File: src/rtl/epfa_pkg.sv
// ----------------------------------------------------------------------------
// epfa_pkg
// Shared constants, types and register codes of the event polarity frame
// accumulator.
// ----------------------------------------------------------------------------
package epfa_pkg;

    // Image geometry. Columns are addressed by event_y, rows by event_x.
    localparam int IMG_WIDTH  = 128;
    localparam int IMG_HEIGHT = 128;
    localparam int PIX_COUNT  = IMG_WIDTH * IMG_HEIGHT;
    localparam int ADDR_W     = $clog2(PIX_COUNT);

    // Fixed field widths
    localparam int COORD_W = 7;
    localparam int POL_W   = 2;
    localparam int SUM_W   = 16;
    localparam int LEVEL_W = 16;

    // Epoch tag kept with every entry. Tag zero is what a sweep leaves behind.
    localparam int              TAG_W   = 12;
    localparam logic [TAG_W-1:0] TAG_MAX = {TAG_W{1'b1}};
    localparam int              WORD_W  = TAG_W + SUM_W;

    // Configuration register indexes
    localparam int             CFG_IDX_W    = 2;
    localparam logic [CFG_IDX_W-1:0] CFG_NEGATIVE = 2'd0;
    localparam logic [CFG_IDX_W-1:0] CFG_NEUTRAL  = 2'd1;
    localparam logic [CFG_IDX_W-1:0] CFG_POSITIVE = 2'd2;

    localparam logic [LEVEL_W-1:0] NEGATIVE_RST = 16'd0;
    localparam logic [LEVEL_W-1:0] NEUTRAL_RST  = 16'd125;
    localparam logic [LEVEL_W-1:0] POSITIVE_RST = 16'd255;

    typedef enum logic {
        ST_SWEEP,
        ST_RUN
    } t_state;

    typedef struct packed {
        logic [TAG_W-1:0] tag;
        logic [SUM_W-1:0] sum;
    } t_word;

    // Event that updates a pixel, as it enters the update stage
    typedef struct packed {
        logic [ADDR_W-1:0]  addr;
        logic [COORD_W-1:0] col;
        logic [COORD_W-1:0] row;
        logic [POL_W-1:0]   pol;
        logic [TAG_W-1:0]   epoch;
    } t_evt;

    typedef struct packed {
        logic              en;
        logic [ADDR_W-1:0] addr;
        t_word             data;
    } t_wr;

    typedef struct packed {
        logic [LEVEL_W-1:0] neg;
        logic [LEVEL_W-1:0] neu;
        logic [LEVEL_W-1:0] pos;
    } t_levels;

endpackage

File: src/rtl/epfa_update.sv
// ----------------------------------------------------------------------------
// epfa_update
// Read-modify-write stage: forwards the last write, adds polarity with
// saturation, writes back and holds the result in the output register.
// ----------------------------------------------------------------------------
module epfa_update (
    input  logic                         i_clk,
    input  logic                         i_rst_n,
    input  logic                         i_flush,
    input  logic                         i_load,
    input  epfa_pkg::t_evt               i_evt,
    input  epfa_pkg::t_word              i_rdata,
    input  epfa_pkg::t_levels            i_levels,
    output logic                         o_can_take,
    output logic                         o_busy,
    output epfa_pkg::t_wr                o_wr,
    output logic                         o_valid,
    input  logic                         i_ready,
    output logic [epfa_pkg::COORD_W-1:0] o_col,
    output logic [epfa_pkg::COORD_W-1:0] o_row,
    output logic [epfa_pkg::LEVEL_W-1:0] o_value
);
    import epfa_pkg::*;

    logic               r_s1_valid;
    t_evt               r_s1;
    logic               r_wb_valid;
    logic [ADDR_W-1:0]  r_wb_addr;
    t_word              r_wb_data;
    logic               r_out_valid;
    logic [COORD_W-1:0] r_out_col;
    logic [COORD_W-1:0] r_out_row;
    logic [LEVEL_W-1:0] r_out_value;

    logic               s1_fire;
    t_word              cur;
    logic [SUM_W-1:0]   old_sum;
    logic [SUM_W:0]     add;
    logic [SUM_W-1:0]   sat;
    logic [LEVEL_W-1:0] level;

    assign s1_fire    = r_s1_valid && (!r_out_valid || i_ready);
    assign o_can_take = !r_s1_valid || s1_fire;
    assign o_busy     = r_s1_valid;

    always_comb begin
        // the write issued at the same edge as our read is not in the RAM data
        cur     = (r_wb_valid && (r_wb_addr == r_s1.addr)) ? r_wb_data : i_rdata;
        old_sum = (cur.tag == r_s1.epoch) ? cur.sum : '0;
        add     = {old_sum[SUM_W-1], old_sum}
                + {{(SUM_W+1-POL_W){r_s1.pol[POL_W-1]}}, r_s1.pol};
        if (add[SUM_W] != add[SUM_W-1]) begin
            sat = add[SUM_W] ? {1'b1, {(SUM_W-1){1'b0}}} : {1'b0, {(SUM_W-1){1'b1}}};
        end else begin
            sat = add[SUM_W-1:0];
        end
        if (sat[SUM_W-1]) begin
            level = i_levels.neg;
        end else if (sat == '0) begin
            level = i_levels.neu;
        end else begin
            level = i_levels.pos;
        end
        o_wr.en       = s1_fire;
        o_wr.addr     = r_s1.addr;
        o_wr.data.tag = r_s1.epoch;
        o_wr.data.sum = sat;
    end

    always_ff @(posedge i_clk) begin
        if (!i_rst_n) begin
            r_s1_valid  <= 1'b0;
            r_wb_valid  <= 1'b0;
            r_out_valid <= 1'b0;
        end else begin
            if (i_load) begin
                r_s1_valid <= 1'b1;
            end else if (s1_fire) begin
                r_s1_valid <= 1'b0;
            end
            if (i_flush) begin
                r_wb_valid <= 1'b0;
            end else if (s1_fire) begin
                r_wb_valid <= 1'b1;
            end
            if (s1_fire) begin
                r_out_valid <= 1'b1;
            end else if (i_ready) begin
                r_out_valid <= 1'b0;
            end
        end
    end

    always_ff @(posedge i_clk) begin
        if (i_load) begin
            r_s1 <= i_evt;
        end
        if (s1_fire) begin
            r_wb_addr   <= r_s1.addr;
            r_wb_data   <= o_wr.data;
            r_out_col   <= r_s1.col;
            r_out_row   <= r_s1.row;
            r_out_value <= level;
        end
    end

    assign o_valid = r_out_valid;
    assign o_col   = r_out_col;
    assign o_row   = r_out_row;
    assign o_value = r_out_value;

endmodule

File: config.mk
export PLATFORM = sky130hd
export DESIGN_NAME = epfa_update
export DESIGN_NICKNAME = d
export VERILOG_FILES = /design/src/rtl/epfa_pkg.sv /design/src/rtl/epfa_update.sv
export SDC_FILE = /design/constraint.sdc
export NUM_CORES = 1
export LEC_CHECK = 0
export BUFFER_PORTS_ARGS = -buffer_cell sky130_fd_sc_hd__clkbuf_2
export CAP_MARGIN = 20
export CORE_AREA = 10 10 118 120
export DETAILED_ROUTE_END_ITERATION = 7
export DIE_AREA = 0 0 128 130
export PLACE_DENSITY = 0.9
export SETUP_SLACK_MARGIN = 0.05
export SYNTH_ARGS = -nofsm -noshare
export SYNTH_HDL_FRONTEND = slang
export SYNTH_SLANG_ARGS = --single-unit
File: constraint.sdc
create_clock -name i_clk -period 8.5 [get_ports i_clk]
set_input_delay 0.85 -clock i_clk [delete_from_list [all_inputs] [get_ports i_clk]]
set_output_delay 0.85 -clock i_clk [all_outputs]
set_load 0.05 [all_outputs]
# ---- Word-level counts from Yosys, hierarchy flattened
# Cells that the tools add are included.
dict set report totals {
  wordCells 39
  register_bits 117
}
dict set report op_classes {
  muxes 10
  addsub 1
  eq_ne 3
  bitwise_logic 1
  reduce_logical 10
}
# operator n
set op_table {}
lappend op_table {{$mux 16} 5}
lappend op_table {{$mux 28} 1}
lappend op_table {{$add 16x2->17} 1}
lappend op_table {{$logic_not 16->1} 1}
lappend op_table {{$eq 14x14->1} 1}
lappend op_table {{$eq 12x12->1} 1}
lappend op_table {{$mux 1} 4}
lappend op_table {{$reduce_bool 2->1} 2}
lappend op_table {{$logic_and 1x1->1} 2}
lappend op_table {{$logic_not 1->1} 2}
lappend op_table {{$logic_or 1x1->1} 2}
lappend op_table {{$reduce_or 2->1} 1}
lappend op_table {{$ne 1x1->1} 1}
lappend op_table {{$not 1->1} 1}

# ---- Depth between registers and ports, before layout
dict set report depth {
  ltp_word 11
  mapped_depth 28
  ltp_nobuf 25
}

# ---- Least setup slack after synthesis
# No wires, ideal clock.
dict set report synth_path {
  path_kind {register to output}
  from {reg r_s1 (netlist bit o_wr[37])}
  to {out o_wr[7] (netlist name)}
  path_stages_with_launch 22
  setup_slack_ns 1.322
  arrival_time_ns 6.328
  cell_sequence {edfxtp_1 -> xnor2_1 -> nand4_1 -> nor4_1 -> clkbuf_1 -> mux2i_1 -> xnor2_1 -> nor4_1 -> nand3_1 -> clkbuf_1 -> nor2_1 -> ha_1 -> inv_1 -> fa_1 -> and2b_1 -> o221ai_1 -> a211oi_1 -> o21a_1 -> o21ai_0 -> ha_1 -> nand2b_1 -> o311ai_0}
}
# item line_no
set synth_rtl {}
lappend synth_rtl {{start, declared} epfa_update.sv:26} ;# t_evt r_s1;
lappend synth_rtl {{start signal, assigned} epfa_update.sv:96} ;# r_s1 <= i_evt;
lappend synth_rtl {{end, declared} epfa_update.sv:16} ;# output epfa_pkg::t_wr o_wr,

==> results.cfg <==
[outcome]
outcome = finished clean

[worst_setup_path]
critPathKind = reg2out
regToRegStartpoint = o_wr[31]$_DFFE_PP_
worst-endpoint-arrival_ps = 6990
required_ps = 7650
reg2reg_depth = 26
crit_path_cell_trace = xnor2_1 -> nand4_1 -> nor4_2 -> buf_4 -> mux2i_1 -> xnor2_1 -> nor4_1 -> nand3_2 -> nor2_1 -> ha_1 -> and2_4 -> a221oi_4 -> a2111oi_4 -> o32ai_2 -> o21bai_1 -> a21o_1 -> xor2_1 -> ha_1 -> nand2b_1 -> o311ai_0 -> clkbuf_2
endpoint_kind = output pin
worst_r2r_endpoint = o_value[10]$_DFFE_PP_
critical-path-slowest-cell = sky130_fd_sc_hd__ha_1
startpoint_type = register
reg2reg_setup_slack_ps = 1110
cpPeakStageDelay_ps = 580
critical_path_peak_fanout = 29

[clock_tree]
clock_path_buffers = 2
clock-sinks = 117
htreeDepth = 4
worst_skew_pair.late_latency_ps = 410
root_buffer = sky130_fd_sc_hd__clkbuf_16
post-cts-setup-buffers = 0
cts_tree = done
clk_pin_slew_worst_paths_ps = 60
tritoncts.num_buffers = 17

[floorplan]
initial_core_util_pct = 49.2
fp.dieW_um = 128
core_footprint_sq_um = 11700
top_level_i_o_count = 199
die-height_um = 130
fp.dieArea_sq_um = 16600
rows = 40

[timing]
tightestPinTransition_ps = 1040
final_min_period_over_clock_period_pct = 92.2
finalSetupViolations = 0
slew_headroom_pct = 30.8
setup_tns_ps = 0
fin_worst_skew_ps = 13.7
fin_hold_ws_ps = 419
timing_max_transition_violations_final = 0
max_clock_freq_mhz = 128
final_period_minus_worst_setup_slack_ps = 7840
rsz_0062_raised_after_global_routing = no
number_of_hold_violations_in_the_final_report = 0

[detailed_routing]
dr_total_vias = 4012
drt_wl_total_um = 14500
drtAntennaViolNets = 0
drt-vias-per-instance = 5.22
route.detailed.drc = 0
detailedRoute.firstPassIterationCount = 4
wl_per_cell_um = 18.9
drtIter0Drc = 163

[global_route]
overall_global_routing_resource_usage_pct = 17.5
grt_pass1_wl_um = 22800
first_global_vias = 4441
grt_max_degree = 74
grt.overflow.total = 0
grt_antenna_before_repair = 0

[finish]
nFillCells = 886
layout_commonest_cell = sky130_fd_sc_hd__clkbuf_2
top_library_cells_by_usage_in_the_layout_fill_and_taps_aside = sky130_fd_sc_hd__clkbuf_2, sky130_fd_sc_hd__edfxtp_1, sky130_fd_sc_hd__mux2i_1
n_antenna_cell = 0
post_route_cells_drive_above_1_share_pct = 40.4
layout-area-overhead-vs-synth_pct = 26.9
finalNetCount = 750

[power_and_ir_drop]
sequential_cell_fraction_of_total_power_pct = 41.4
clock_power_share_pct = 41.7
max-vdd-ir-drop_mv = 0.175
p_per_area_nw_per_um2 = 233
leakage_nw = 2.99
power_switching_share_pct = 31.8
netSwitchingPower_uw = 542
comb_power_share_pct = 17.0
power.internal_mw = 1.16

[logic_synthesis]
mapped_area_sq_um = 5770
synth_nets = 567
asyncSetResetFlopFracSynth_pct = 0
count_of_flip_flops_with_a_built_in_enable_after_synthesis = 114
synth.avg_cell_area_sq_um = 13.6
synth.yosys.warnings = 0
synth.distinct_cells = 52
ys_seq_area_share_pct = 60.4
synth_ff_type = sky130_fd_sc_hd__edfxtp_1
synth.ff_latch_count = 117
post_synth_inst_count = 425

[hold_path]
worstHoldPathType = reg2reg
hold_path.startpoint = r_s1[15]$_DFFE_PP_
hold_end = o_row[1]$_DFFE_PP_
holdPathStages = 0

[place]
gp_congestion = 0.856
buffer_ports.inserted = 198
hpwl_um = 10900

[job]
cap_viol_max_count = 0
## cell usage after synthesis, types with 5 or more instances
| master | count | area, sq um |
|---|---|---|
| sky130_fd_sc_hd__edfxtp_1 | 114 | 3420 |
| sky130_fd_sc_hd__mux2i_1 | 44 | 440 |
| sky130_fd_sc_hd__nor2_1 | 42 | 158 |
| sky130_fd_sc_hd__xnor2_1 | 29 | 254 |
| sky130_fd_sc_hd__buf_4 | 28 | 210 |
| sky130_fd_sc_hd__a21oi_1 | 27 | 135 |
| sky130_fd_sc_hd__ha_1 | 18 | 225 |
| sky130_fd_sc_hd__o21ai_0 | 15 | 75.1 |
| sky130_fd_sc_hd__nand2_1 | 12 | 45.0 |
| sky130_fd_sc_hd__inv_1 | 9 | 33.8 |
| sky130_fd_sc_hd__xor2_1 | 6 | 52.6 |
| sky130_fd_sc_hd__nand4_1 | 5 | 31.3 |
| sky130_fd_sc_hd__nor2b_1 | 5 | 31.3 |
## flip-flops by register name, summed over array words and instances, names as in the netlist
| signal | flops |
|---|---|
| o_col | 7 |
| o_valid | 1 |
| r_wb_valid | 1 |
| o_busy | 1 |
| r_wb_data | 28 |
| r_s1 | 16 |
| o_value | 16 |
| r_wb_addr | 14 |
| o_wr | 26 |
| o_row | 7 |
## cell type report
cell class                      instances  area (sq um)  share of cell area (%)
Clock inverter                         15           175                    2.39
Multi-Input combinational cell        261          2000                    27.3
Sequential cell                       117          3480                    47.6
Clock buffer                           17           425                    5.81
Timing Repair Buffer                  202          1020                    13.9
Tap cell                              147           184                    2.51
Inverter                                9          33.8                   0.461
## power groups by stage
stage               Sequential (mW)  Combinational [mW]  Clock (mW)
finish                        0.705               0.289       0.710
global route                  0.710               0.309       0.750
CTS                           0.706               0.292       0.723
detailed placement            0.718               0.290           0
global placement              0.714               0.285           0
floorplan                     0.744               0.186           0
## metal layers
layer,track usage (%),part of all wire (%)
met4,5.89,1.4
met5,0,0
met3,8.36,9.8
met2,29.1,50
met1,19.2,39
## repair_timing
action                     4_1_cts  5_1_grt
hold buffers                     0        0
setup endpoints to repair        0       12
resized for setup                0        1
## through the flow
step	instances	setup slack (ps)	power [mW]	utilization, %	cell area, sq um
floorplan	425	1320	0.930	-	5770
global placement	736	1000	0.999	57.3	6720
detailed placement	736	846	1.01	57.3	6720
CTS	768	305	1.72	62.5	7320
global route	768	74.7	1.77	62.5	7320
finish	768	665	1.70	62.5	7320
## how the worst max path moves through the flow
| stage | end | slack, ps | startpoint |
|---|---|---|---|
| 2_1_floorplan | o_wr[7] | 1320 | o_wr[37]$_DFFE_PP_ |
| 4_1_cts | o_wr[7] | 300 | o_wr[31]$_DFFE_PP_ |
| 3_3_place_gp | o_wr[7] | 1000 | o_wr[38]$_DFFE_PP_ |
| 3_5_place_dp | o_wr[7] | 850 | o_wr[31]$_DFFE_PP_ |
| 6_report | o_wr[7] | 660 | o_wr[31]$_DFFE_PP_ |
| 5_1_grt | o_wr[7] | 70 | o_wr[30]$_DFFE_PP_ |
## cells by family after synthesis
group | Yosys count | share of synthesized area, %
flops | 117 | 60.4
simple gates | 92 | 8.16
compound gates | 70 | 8.68
buf+inv | 47 | 5.32
mux | 45 | 7.88
xor+xnor | 35 | 5.32
fa+ha+maj | 19 | 4.25
## critical path: cells and delay by family, from the launching register on
kind / cells / cell delay [ps]
flip-flops: 1 / 430
XOR/XNOR: 3 / 460
multiplexers: 1 / 270
adder cells (fa/ha/maj): 2 / 880
AND/OR/NAND/NOR: 7 / 1990
AO/OA/AOI/OAI: 6 / 1680
buffers and inverters: 2 / 850
(Power assumes the default switching activity.)
